$ cat config.mk
export PLATFORM = sky130hd
export DESIGN_NAME = tag_id_access_table
export DESIGN_NICKNAME = d
export VERILOG_FILES = /design/src/hw/rtl/tia_pkg.sv /design/src/hw/rtl/tia_ram.sv /design/src/hw/rtl/tia_ctrl.sv /design/src/hw/rtl/tia_dpath.sv /design/src/hw/rtl/tag_id_access_table.sv
export SDC_FILE = /design/constraint.sdc
export NUM_CORES = 1
export LEC_CHECK = 0
export BUFFER_PORTS_ARGS = -buffer_cell sky130_fd_sc_hd__buf_4
export CAP_MARGIN = 5
export CORE_AREA = 4 4 418 420
export DETAILED_ROUTE_END_ITERATION = 7
export DIE_AREA = 0 0 422 424
export PLACE_DENSITY = 0.44
export SETUP_SLACK_MARGIN = 0.5
export SLEW_MARGIN = 30
export SYNTH_ARGS = -nofsm -noshare
export SYNTH_HDL_FRONTEND = slang
export SYNTH_SLANG_ARGS = --single-unit
$ cat constraint.sdc
create_clock -name clk_i -period 6.3 [get_ports clk_i]
set_input_delay 1.26 -clock clk_i [delete_from_list [all_inputs] [get_ports clk_i]]
set_output_delay 1.26 -clock clk_i [all_outputs]
set_load 0.02 [all_outputs]
$ cat src/hw/rtl/tia_pkg.sv
// Shared types, codes and widths for the tag ID access table.
package tia_pkg;

  // Default configuration
  localparam int unsigned MAX_ENTRIES_DEF = 16;
  localparam int unsigned ID_BYTES_DEF    = 8;

  // Field widths
  localparam int unsigned OP_W      = 2;
  localparam int unsigned TAG_W     = 64;
  localparam int unsigned LEN_W     = 4;
  localparam int unsigned STATUS_W  = 3;
  localparam int unsigned SLOT_W    = 4;
  localparam int unsigned OCC_OUT_W = 5;

  // Stream payload widths, padded to whole bytes
  localparam int unsigned S_TDATA_W = 72;
  localparam int unsigned M_TDATA_W = 16;
  localparam int unsigned M_PAD_W   = M_TDATA_W - SLOT_W - OCC_OUT_W;

  // Operation codes
  localparam logic [OP_W-1:0] OP_AUTH = 2'd0;
  localparam logic [OP_W-1:0] OP_EDIT = 2'd1;

  // Result codes
  typedef enum logic [STATUS_W-1:0] {
    ST_MEMBER     = 3'd0,
    ST_NOT_MEMBER = 3'd1,
    ST_EMPTY      = 3'd2,
    ST_ADDED      = 3'd3,
    ST_REMOVED    = 3'd4,
    ST_FULL       = 3'd5,
    ST_SIZE_ERR   = 3'd6,
    ST_MODE_ERR   = 3'd7
  } status_e;

  // Controller to datapath commands
  typedef struct packed {
    logic load;    // capture the input item, restart the scan
    logic rd_en;   // read the next table entry
    logic commit;  // apply the table update and load the result
  } ctl_cmd_t;

  // Datapath to controller status
  typedef struct packed {
    logic scan_last;  // read address is at the last entry
  } dp_stat_t;

endpackage

$ cat src/hw/rtl/tia_ram.sv
// Generic single-write, single-read RAM with registered read data.
module tia_ram #(
  parameter int unsigned WIDTH = 8,
  parameter int unsigned DEPTH = 16,
  localparam int unsigned AW = (DEPTH > 1) ? $clog2(DEPTH) : 1
) (
  input  logic             clk_i,
  input  logic             we_i,
  input  logic [AW-1:0]    waddr_i,
  input  logic [WIDTH-1:0] wdata_i,
  input  logic             re_i,
  input  logic [AW-1:0]    raddr_i,
  output logic [WIDTH-1:0] rdata_o
);

  logic [WIDTH-1:0] mem_q [DEPTH];
  logic [WIDTH-1:0] rdata_q;

  always_ff @(posedge clk_i) begin
    if (we_i) begin
      mem_q[waddr_i] <= wdata_i;
    end
    if (re_i) begin
      rdata_q <= mem_q[raddr_i];
    end
  end

  assign rdata_o = rdata_q;

endmodule

$ cat src/hw/rtl/tia_ctrl.sv
// Sequencing state machine: accept, scan the table, commit, hand off the result.
module tia_ctrl import tia_pkg::*; (
  input  logic     clk_i,
  input  logic     rst_ni,
  input  logic     in_valid_i,
  output logic     in_ready_o,
  output logic     out_valid_o,
  input  logic     out_ready_i,
  input  dp_stat_t stat_i,
  output ctl_cmd_t cmd_o
);

  typedef enum logic [1:0] {
    S_IDLE,
    S_SCAN,
    S_DRAIN,
    S_COMMIT
  } state_e;

  state_e state_q, state_d;
  logic   out_valid_q, out_valid_d;
  logic   out_free;

  // Result register can take a new item this cycle
  assign out_free = !out_valid_q || out_ready_i;

  // Commands
  always_comb begin
    cmd_o        = '0;
    cmd_o.load   = (state_q == S_IDLE) && in_valid_i;
    cmd_o.rd_en  = (state_q == S_SCAN);
    cmd_o.commit = (state_q == S_COMMIT) && out_free;
  end

  assign in_ready_o  = (state_q == S_IDLE);
  assign out_valid_o = out_valid_q;

  // Next state
  always_comb begin
    state_d = state_q;
    unique case (state_q)
      S_IDLE: begin
        if (in_valid_i) begin
          state_d = S_SCAN;
        end
      end
      S_SCAN: begin
        if (stat_i.scan_last) begin
          state_d = S_DRAIN;
        end
      end
      S_DRAIN: begin
        state_d = S_COMMIT;
      end
      S_COMMIT: begin
        if (out_free) begin
          state_d = S_IDLE;
        end
      end
      default: begin
        state_d = S_IDLE;
      end
    endcase
  end

  // Result valid flag
  always_comb begin
    out_valid_d = out_valid_q;
    if (cmd_o.commit) begin
      out_valid_d = 1'b1;
    end else if (out_ready_i) begin
      out_valid_d = 1'b0;
    end
  end

  always_ff @(posedge clk_i or negedge rst_ni) begin
    if (!rst_ni) begin
      state_q     <= S_IDLE;
      out_valid_q <= 1'b0;
    end else begin
      state_q     <= state_d;
      out_valid_q <= out_valid_d;
    end
  end

endmodule

$ cat src/hw/rtl/tia_dpath.sv
// Table storage, entry scan, match and free-slot tracking, update and result registers.
module tia_dpath import tia_pkg::*; #(
  parameter int unsigned MAX_ENTRIES = MAX_ENTRIES_DEF,
  parameter int unsigned ID_BYTES    = ID_BYTES_DEF
) (
  input  logic                 clk_i,
  input  logic                 rst_ni,
  input  ctl_cmd_t             cmd_i,
  output dp_stat_t             stat_o,
  input  logic [OP_W-1:0]      op_i,
  input  logic [TAG_W-1:0]     tag_id_i,
  input  logic [LEN_W-1:0]     tag_len_i,
  input  logic [LEN_W-1:0]     read_len_i,
  output status_e              status_o,
  output logic [SLOT_W-1:0]    slot_o,
  output logic [OCC_OUT_W-1:0] occupied_o
);

  localparam int unsigned ID_BITS = 8 * ID_BYTES;
  localparam int unsigned IDX_W   = (MAX_ENTRIES > 1) ? $clog2(MAX_ENTRIES) : 1;
  localparam int unsigned OCC_W   = $clog2(MAX_ENTRIES + 1);

  // Item registers
  logic [OP_W-1:0]    op_q;
  logic [ID_BITS-1:0] tag_q;
  logic [ID_BITS-1:0] mask_q;
  logic               size_err_q;
  logic [ID_BITS-1:0] mask_in;

  // Scan registers
  logic [IDX_W-1:0]   addr_q;
  logic               cmp_vld_q;
  logic [IDX_W-1:0]   cmp_idx_q;
  logic               found_q;
  logic [IDX_W-1:0]   hit_q;
  logic               free_found_q;
  logic [IDX_W-1:0]   free_q;

  // Table state: an entry whose used flag is clear reads as zero
  logic [MAX_ENTRIES-1:0] used_q, used_d;
  logic [OCC_W-1:0]       occ_q, occ_d;
  logic [ID_BITS-1:0]     rdata;
  logic [ID_BITS-1:0]     entry;
  logic                   hit_now;
  logic                   free_now;
  logic                   we;

  // Result registers
  status_e               status_q, status_d;
  logic [SLOT_W-1:0]     slot_q, slot_d;
  logic [OCC_OUT_W-1:0]  occ_out_q;

  // Byte mask of the compared length, limited to the stored bytes
  always_comb begin
    mask_in = '0;
    for (int b = 0; b < ID_BYTES; b++) begin
      mask_in[8*b +: 8] = {8{tag_len_i > LEN_W'(b)}};
    end
  end

  tia_ram #(
    .WIDTH(ID_BITS),
    .DEPTH(MAX_ENTRIES)
  ) u_ram (
    .clk_i  (clk_i),
    .we_i   (we),
    .waddr_i(free_q),
    .wdata_i(tag_q),
    .re_i   (cmd_i.rd_en),
    .raddr_i(addr_q),
    .rdata_o(rdata)
  );

  assign stat_o.scan_last = (addr_q == IDX_W'(MAX_ENTRIES - 1));

  // Compare the entry read in the previous cycle
  assign entry    = used_q[cmp_idx_q] ? rdata : '0;
  assign hit_now  = ((entry ^ tag_q) & mask_q) == '0;
  assign free_now = !used_q[cmp_idx_q];

  // Decision and table update
  always_comb begin
    status_d = ST_MODE_ERR;
    slot_d   = '0;
    used_d   = used_q;
    occ_d    = occ_q;
    we       = 1'b0;
    if (size_err_q) begin
      status_d = ST_SIZE_ERR;
    end else begin
      unique case (op_q)
        OP_AUTH: begin
          if (occ_q == '0) begin
            status_d = ST_EMPTY;
          end else if (found_q) begin
            status_d = ST_MEMBER;
            slot_d   = SLOT_W'(hit_q);
          end else begin
            status_d = ST_NOT_MEMBER;
          end
        end
        OP_EDIT: begin
          if (occ_q != '0 && found_q) begin
            status_d       = ST_REMOVED;
            slot_d         = SLOT_W'(hit_q);
            used_d[hit_q]  = 1'b0;
            if (used_q[hit_q]) begin
              occ_d = occ_q - OCC_W'(1);
            end
          end else if (occ_q == OCC_W'(MAX_ENTRIES)) begin
            status_d = ST_FULL;
          end else begin
            status_d       = ST_ADDED;
            slot_d         = SLOT_W'(free_q);
            we             = cmd_i.commit;
            used_d[free_q] = |tag_q;
            if (|tag_q) begin
              occ_d = occ_q + OCC_W'(1);
            end
          end
        end
        default: begin
          status_d = ST_MODE_ERR;
        end
      endcase
    end
  end

  // Control state
  always_ff @(posedge clk_i or negedge rst_ni) begin
    if (!rst_ni) begin
      used_q       <= '0;
      occ_q        <= '0;
      cmp_vld_q    <= 1'b0;
      found_q      <= 1'b0;
      free_found_q <= 1'b0;
    end else begin
      cmp_vld_q <= cmd_i.rd_en;
      if (cmd_i.load) begin
        found_q      <= 1'b0;
        free_found_q <= 1'b0;
      end else if (cmp_vld_q) begin
        if (hit_now && !found_q) begin
          found_q <= 1'b1;
        end
        if (free_now && !free_found_q) begin
          free_found_q <= 1'b1;
        end
      end
      if (cmd_i.commit) begin
        used_q <= used_d;
        occ_q  <= occ_d;
      end
    end
  end

  // Payload registers
  always_ff @(posedge clk_i) begin
    if (cmd_i.load) begin
      op_q       <= op_i;
      tag_q      <= tag_id_i[ID_BITS-1:0] & mask_in;
      mask_q     <= mask_in;
      size_err_q <= read_len_i < tag_len_i;
      addr_q     <= '0;
    end else if (cmd_i.rd_en) begin
      addr_q <= addr_q + IDX_W'(1);
    end
    cmp_idx_q <= addr_q;
    if (cmp_vld_q) begin
      if (hit_now && !found_q) begin
        hit_q <= cmp_idx_q;
      end
      if (free_now && !free_found_q) begin
        free_q <= cmp_idx_q;
      end
    end
    if (cmd_i.commit) begin
      status_q  <= status_d;
      slot_q    <= slot_d;
      occ_out_q <= OCC_OUT_W'(occ_d);
    end
  end

  assign status_o   = status_q;
  assign slot_o     = slot_q;
  assign occupied_o = occ_out_q;

endmodule

$ cat src/hw/rtl/tag_id_access_table.sv
// Top level of the tag ID access table: stream ports, controller and datapath.
//
// Keeps MAX_ENTRIES tag IDs of ID_BYTES bytes; each item authenticates a tag
// or toggles it in the table, and gives one result item with a status, the
// slot involved and the occupancy after the step. The table reads as empty
// right after reset (per-entry used flags, no clearing pass). A new item is
// accepted only after the previous one has gone through the accept, a scan
// of every table entry through the single read port of the table RAM, the
// last compare and the commit. The result sits in an output register, so the
// next item is accepted while it waits to be taken; the commit of that next
// item waits until the earlier result has been taken.
module tag_id_access_table import tia_pkg::*; #(
  parameter int unsigned MAX_ENTRIES = MAX_ENTRIES_DEF,
  parameter int unsigned ID_BYTES    = ID_BYTES_DEF
) (
  input  logic                 clk_i,
  input  logic                 rst_ni,
  input  logic                 s_axis_tvalid_i,
  output logic                 s_axis_tready_o,
  input  logic [S_TDATA_W-1:0] s_axis_tdata_i,  // tag_id[63:0], tag_len[67:64], read_len[71:68]
  input  logic [OP_W-1:0]      s_axis_tuser_i,  // op[1:0]
  output logic                 m_axis_tvalid_o,
  input  logic                 m_axis_tready_i,
  output logic [M_TDATA_W-1:0] m_axis_tdata_o,  // slot[3:0], occupied[8:4], zero[15:9]
  output logic [STATUS_W-1:0]  m_axis_tuser_o   // status[2:0]
);

  ctl_cmd_t              cmd;
  dp_stat_t              stat;
  status_e               status;
  logic [SLOT_W-1:0]     slot;
  logic [OCC_OUT_W-1:0]  occupied;

  tia_ctrl u_ctrl (
    .clk_i      (clk_i),
    .rst_ni     (rst_ni),
    .in_valid_i (s_axis_tvalid_i),
    .in_ready_o (s_axis_tready_o),
    .out_valid_o(m_axis_tvalid_o),
    .out_ready_i(m_axis_tready_i),
    .stat_i     (stat),
    .cmd_o      (cmd)
  );

  tia_dpath #(
    .MAX_ENTRIES(MAX_ENTRIES),
    .ID_BYTES   (ID_BYTES)
  ) u_dpath (
    .clk_i     (clk_i),
    .rst_ni    (rst_ni),
    .cmd_i     (cmd),
    .stat_o    (stat),
    .op_i      (s_axis_tuser_i),
    .tag_id_i  (s_axis_tdata_i[TAG_W-1:0]),
    .tag_len_i (s_axis_tdata_i[TAG_W +: LEN_W]),
    .read_len_i(s_axis_tdata_i[TAG_W+LEN_W +: LEN_W]),
    .status_o  (status),
    .slot_o    (slot),
    .occupied_o(occupied)
  );

  // Result packing
  assign m_axis_tdata_o = {M_PAD_W'(0), occupied, slot};
  assign m_axis_tuser_o = status;

endmodule
# [Word level (Yosys, flattened, before mapping)]
# Memory sizes are Yosys's and may differ from the RTL's. A register that Yosys moved wholly into a read port is not among the register bits.
# Cells that the tools add are included.
[totals] ff_bits=179 ram_bits=1024 output_inout_bits=21 mem_count=1
[memory_table] memory="u_dpath.u_ram.mem_q" depth=16 width=64 rd=1 rd_clocked_by_memory_dff=1 wr=1 line="tia_ram.sv:16" source="logic [WIDTH-1:0] mem_q [DEPTH];"
[op_classes] addsub=3 magnitude_cmp=14 eq_ne=10 mux=46 bitwise_logic=6 reduce_logical=28
[ops] cell="$and 64x64->64" n=2
[ops] cell="$logic_not 64->1" n=1
[ops] cell="$mux 64" n=1
[ops] cell="$reduce_or 64->1" n=1
[ops] cell="$xor 64x64->64" n=1
[ops] cell="$mux 16" n=2
[ops] cell="$mux 5" n=6
[ops] cell="$mux 1" n=19
[ops] cell="$and 16x16->16" n=1
[ops] cell="$bwmux 16" n=1
[ops] cell="$gt 4x3->1 const B" n=4
[ops] cell="$mux 4" n=4
[ops] cell="$not 16->16" n=1
[ops] cell="$lt 4x5->1 const B" n=3
[ops] cell="$mux 3" n=3
[ops] cell="$bmux 1 s4" n=2
[ops] cell="$demux 1 s4" n=2
[ops] cell="$ge 4x1->1 const B" n=2
[ops] cell="$gt 4x1->1 const B" n=2
[ops] cell="$gt 4x2->1 const B" n=2
[ops] cell="$pmux 2 s4" n=1
[ops] cell="$pmux 4 s2" n=1
[ops] cell="$reduce_and 2->1" n=4
[ops] cell="$reduce_bool 2->1" n=4
[ops] cell="other kinds (21)" n=37

# [Longest topological paths before layout]
[depth] word_depth=10 ltp_mapped=10 depth_no_buf=10

# [Hierarchy]
# A second synthesis with hierarchy kept.
[hier_totals] hier_cells=2414 area_unflattened_um2=47956.0
[modules_own_cells] mod="tia_ram" n_inst=1 cells_per_inst=1647 area_each_um2=40223.6 seq_area_each_um2=32671.3
[modules_own_cells] mod="tia_dpath" n_inst=1 cells_per_inst=738 area_each_um2=7437.1 seq_area_each_um2=3613.5
[modules_own_cells] mod="tia_ctrl" n_inst=1 cells_per_inst=21 area_each_um2=239.0 seq_area_each_um2=75.1
[modules_own_cells] mod="tag_id_access_table" n_inst=1 cells_per_inst=8 area_each_um2=56.3 seq_area_each_um2=0.0

# [Worst setup path after synthesis]
# OpenSTA, ideal clock, no wires.
[synth_path] path_kind="input -> register" start="in m_axis_tready_i" end="mem u_dpath.u_ram.mem_q[5][0] in the netlist's numbering (enable)" setup_time_ns=0.488 arrival_ns=5.085 required_time_ns=5.812 setup_slack_ns=0.727 cell_stages=7 path_buffers=0 cell_sequence="nand2b_1 > nand2_1 > inv_1 > nand2_1 > nor2_1 > nand3b_1 > nor2_1"
[synth_lines] item="from (decl)" line="tag_id_access_table.sv:23" source="input logic m_axis_tready_i,"
[synth_lines] item="to (decl)" line="tia_ram.sv:16"

# [Worst setup path in the final report]
[layout_path] start="reg u_dpath.cmp_idx_q[2]" end="reg u_dpath.hit_q[0] (enable)"
[layout_via] elab_chain_len=8
[layout_lines] item="from (decl)" line="tia_dpath.sv:33" source="logic [IDX_W-1:0] cmp_idx_q;"
[layout_lines] item="from (signal assigned)" line="tia_dpath.sv:168" source="cmp_idx_q <= addr_q;"
[layout_lines] item="$bmux 1 s4" line="tia_dpath.sv:77" source="assign entry = used_q[cmp_idx_q] ? rdata : '0;"
[layout_lines] item="$mux 1 (not written as such)" line="tia_dpath.sv:77"
[layout_lines] item="$mux 64" line="tia_dpath.sv:77"
[layout_lines] item="$xor 64x64->64" line="tia_dpath.sv:78" source="assign hit_now = ((entry ^ tag_q) & mask_q) == '0;"
[layout_lines] item="$and 64x64->64" line="tia_dpath.sv:78"
[layout_lines] item="$logic_not 64->1" line="tia_dpath.sv:78"
[layout_lines] item="$logic_and 1x1->1" line="tia_dpath.sv:170" source="if (hit_now && !found_q) begin"
[layout_lines] item="$reduce_and 2->1 (no source line)"
[layout_lines] item="to (signal assigned)" line="tia_dpath.sv:171" source="hit_q <= cmp_idx_q;"
[layout_lines] item="to (decl)" line="tia_dpath.sv:35" source="logic [IDX_W-1:0] hit_q;"
# Every way passes these cells. The select of a mux whose other input is x is not followed.
# A chain may end at the register's enable or synchronous reset.

==> impl_results.md <==
- Status: completed
- Hold Worst Slack: 0.4368 ns
- Initial Util: 0.2785
- Bufs on Longest Clock Path: 3
- DP HPWL: 68320 um
- Largest net degree at the start of global routing: 120
- CP required: 6.72 ns
- Max VDD drop: 236.5 uV
- Routed vias/inst: 4.757
- Htree depth: 4
- Total gr overflow: 0
- First drt pass iteration count: 6
- Worst-margin pin slew: 1.022 ns
- Routed WL: 122000 um
- Max-slew violations: 0
- Final setup viols: 0
- Largest delay share family, worst path: compound AO/OA/AOI/OAI gates
- Most common cell in the synthesized netlist: edfxtp_1
- Clk_lat worst skew: 0.75 ns
- Setup crit end kind: flop
- DR WL/cell: 25.55 um
- Layout area overhead: 17.09%
- Syn. warnings: 0
- RSZ-0062 raised after global routing: no
- Vias in the first global route: 24240
- Min cycle time layout: 4.014 ns
- # IOs: 99
- Fillers: 16060
- CTS buffer count: 136
- Reg area: 36370 um^2
- Rows: 152
- CP bufs+invs: 0
- Cells along the critical path: mux2_1 -> a32o_1 -> o21bai_4 -> and2_1 -> a22oi_1 -> o41ai_2 -> nand4b_1 -> nor2_1
- Asr flop ratio synth: 0.02217
- Count of cell types in the netlist: 70
- Critical Path Source Type: flop
- Flop2flop setup slack: 2.29 ns
- First-pass GRT wire length: 175100 um
- Post-CTS Hold Fix Bufs: 0
- Global Route Usage Sum: 0.1354
- Multi-input combinational cell area: 10810 um^2
- Setup CP Type: reg2reg
- Synthesized instance count: 2229
- Setup ws final: 2.286 ns
- Cell Area, Placed: 51510 um^2
- Clock skew: 0.02637 ns
- Final Hold Vio Count: 0
- Top FF cell, synth: edfxtp_1
- Clock root buffer: clkbuf_16
- CP arrival: 4.44 ns
- DIE HEIGHT: 424 um
- Final instance area: 55750 um^2
- Slowest stage cell, crit path: o41ai_2
- DRC violations left: 0
- Maximum fanout along the worst path: 10
- Mean Syn Cell Area: 21.36 um^2
- Seq/Total Area, Yosys: 0.7637
- Post-synth EDFFs: 1183
- Slew headroom: 0.3188
- RePlAce Congestion: 0.7445
- NumNets Final: 2519
- Max-Cap Viols: 0
- Crit path largest cell delay: 0.67 ns
- Leak: 17.23 nW
- HP Class: in2async
- CTS tree: yes
- Die area: 178900 um^2
- CTS Sinks: 1218
- CTS clk-pin slew, worst paths: 0.06 ns
- Die Width: 422 um
- PwrDens: 399.1 nW/um^2
- IO Port Bufs: 91
- Synth Register Bits: 1218
- Fin crit share: 0.6372
- Setup Buffers After CTS: 0
- DRT iter0 DRCs: 1965
- Post-synth top area share: 0.7462
- Antenna violations before repair: 3
- Dominant cells by area after synthesis: edfxtp_1 75%, mux4_2 15%, dfrtp_1 1.4%
- Placed Cells: 4524
- Max Freq: 249.1 MHz
- Total number of vias: 22710
- PostCTS Resize Cnt: 0
- Core Area: 171000 um^2
- Post-Layout Cell Count: 4774
- Yosys top cell by area: edfxtp_1
- Mapped Area: 47610 um^2
- Routed Antenna Nets: 0
- Synth cell count leaders: 1183 x edfxtp_1, 325 x mux4_2, 68 x nor2_1, 65 x a21oi_1, 59 x inv_1
- Worst slack, placed: 1.799 ns
- Final setup TNS: 0 ns
- Fraction of layout instances using a drive strength above 1: 0.2737
per-stage QoR:
step | total power, mW | util
after CTS | 22.64 | 0.3257
after global routing | 23.27 | 0.3260
after floorplan | 13.38 | -
after global placement | 14.98 | 0.3011
final | 22.25 | 0.3260
after detailed placement | 15.04 | 0.3013
kinds of logic after synthesis:
family                     Yosys count  synth area share
other                                1        0.00007877
DFF                               1218            0.7637
muxes                              340            0.1572
AOI/OAI and AO/OA                  215           0.02912
adders and majority gates           10          0.002628
and+or+nand+nor                    260           0.02880
buffers and inverters              157           0.01327
xor gates and xnor gates            28          0.005151
power breakdown:
part / switching (mW) / total [mW] / internal, mW / leakage, nW
clock: 3.12 / 7.49 / 4.37 / 2.02
sequential: 0.748 / 10.5 / 9.74 / 11.1
combinational: 2.18 / 4.27 / 2.09 / 4.08
total: 6.04 / 22.3 / 16.2 / 17.2
final timing paths:
| path | from | to | cells past startpoint |
|---|---|---|---|
| setup reg to reg | u_dpath.cmp_idx_q[2] | u_dpath.hit_q[0] | 8 |
| hold / removal | rst_ni | u_ctrl.state_q[0] | 1 |
| hold reg to reg | u_dpath.free_found_q | u_dpath.free_found_q | 2 |
| setup / recovery | u_dpath.cmp_idx_q[2] | u_dpath.hit_q[0] | 8 |
| max in group asynchronous | rst_ni | u_dpath.free_found_q | 1 |
| min in group clk_i | u_dpath.free_found_q | u_dpath.free_found_q | 2 |
registers in the layout, summed over array words and instances, names as in the netlist:
signal,flops
u_dpath.used_q,16
u_dpath.free_found_q,1
u_dpath.tag_q,64
u_dpath.addr_q,4
u_dpath.found_q,1
u_dpath.u_ram.rdata_o,64
u_dpath.u_ram.mem_q,1024
u_dpath.cmp_idx_q,4
u_dpath.op_q,2
u_dpath.free_q,4
u_dpath.cmp_vld_q,1
u_dpath.occ_q,5
u_dpath.hit_q,4
u_ctrl.state_q,2
u_dpath.status_o,3
u_dpath.occupied_o,5
u_dpath.mask_q,8
u_ctrl.out_valid_o,1
u_dpath.slot_o,4
u_dpath.size_err_q,1
metal layers:
metal | wire (um) | vias up | GRT usage
li1 | - | 9694 | -
met1 | 52680 | 12260 | 0.1782
met2 | 60200 | 590 | 0.2256
met3 | 5685 | 173 | 0.02644
met4 | 3417 | 0 | 0.04444
met5 | 0 | - | 0
placed cells by master, fill, tap and decap left out, drive strengths merged, types with 10 or more instances in the layout:
cell type	count
nor2b	43
nand3	11
xnor2	20
and2	28
nand2b	31
edfxtp	1183
inv	68
clkinv	44
nand2	33
mux4	325
nor4	12
clkbuf	187
dfrtp	27
a21oi	65
ha	10
o21ai	56
buf	153
nor2	68
mux2	10
a22oi	23
o22ai	16
layout make-up:
type                            instances  share of cell area
Tap cell                             2233             0.05012
Multi-Input combinational cell        860              0.1939
Antenna cell                            2          0.00008978
Timing Repair Buffer                  153             0.02431
Clock inverter                         59            0.008933
Clock buffer                          187             0.06601
Inverter                               62            0.004175
Sequential cell                      1218              0.6525
No activity file was read; power rests on OpenSTA's default activity.
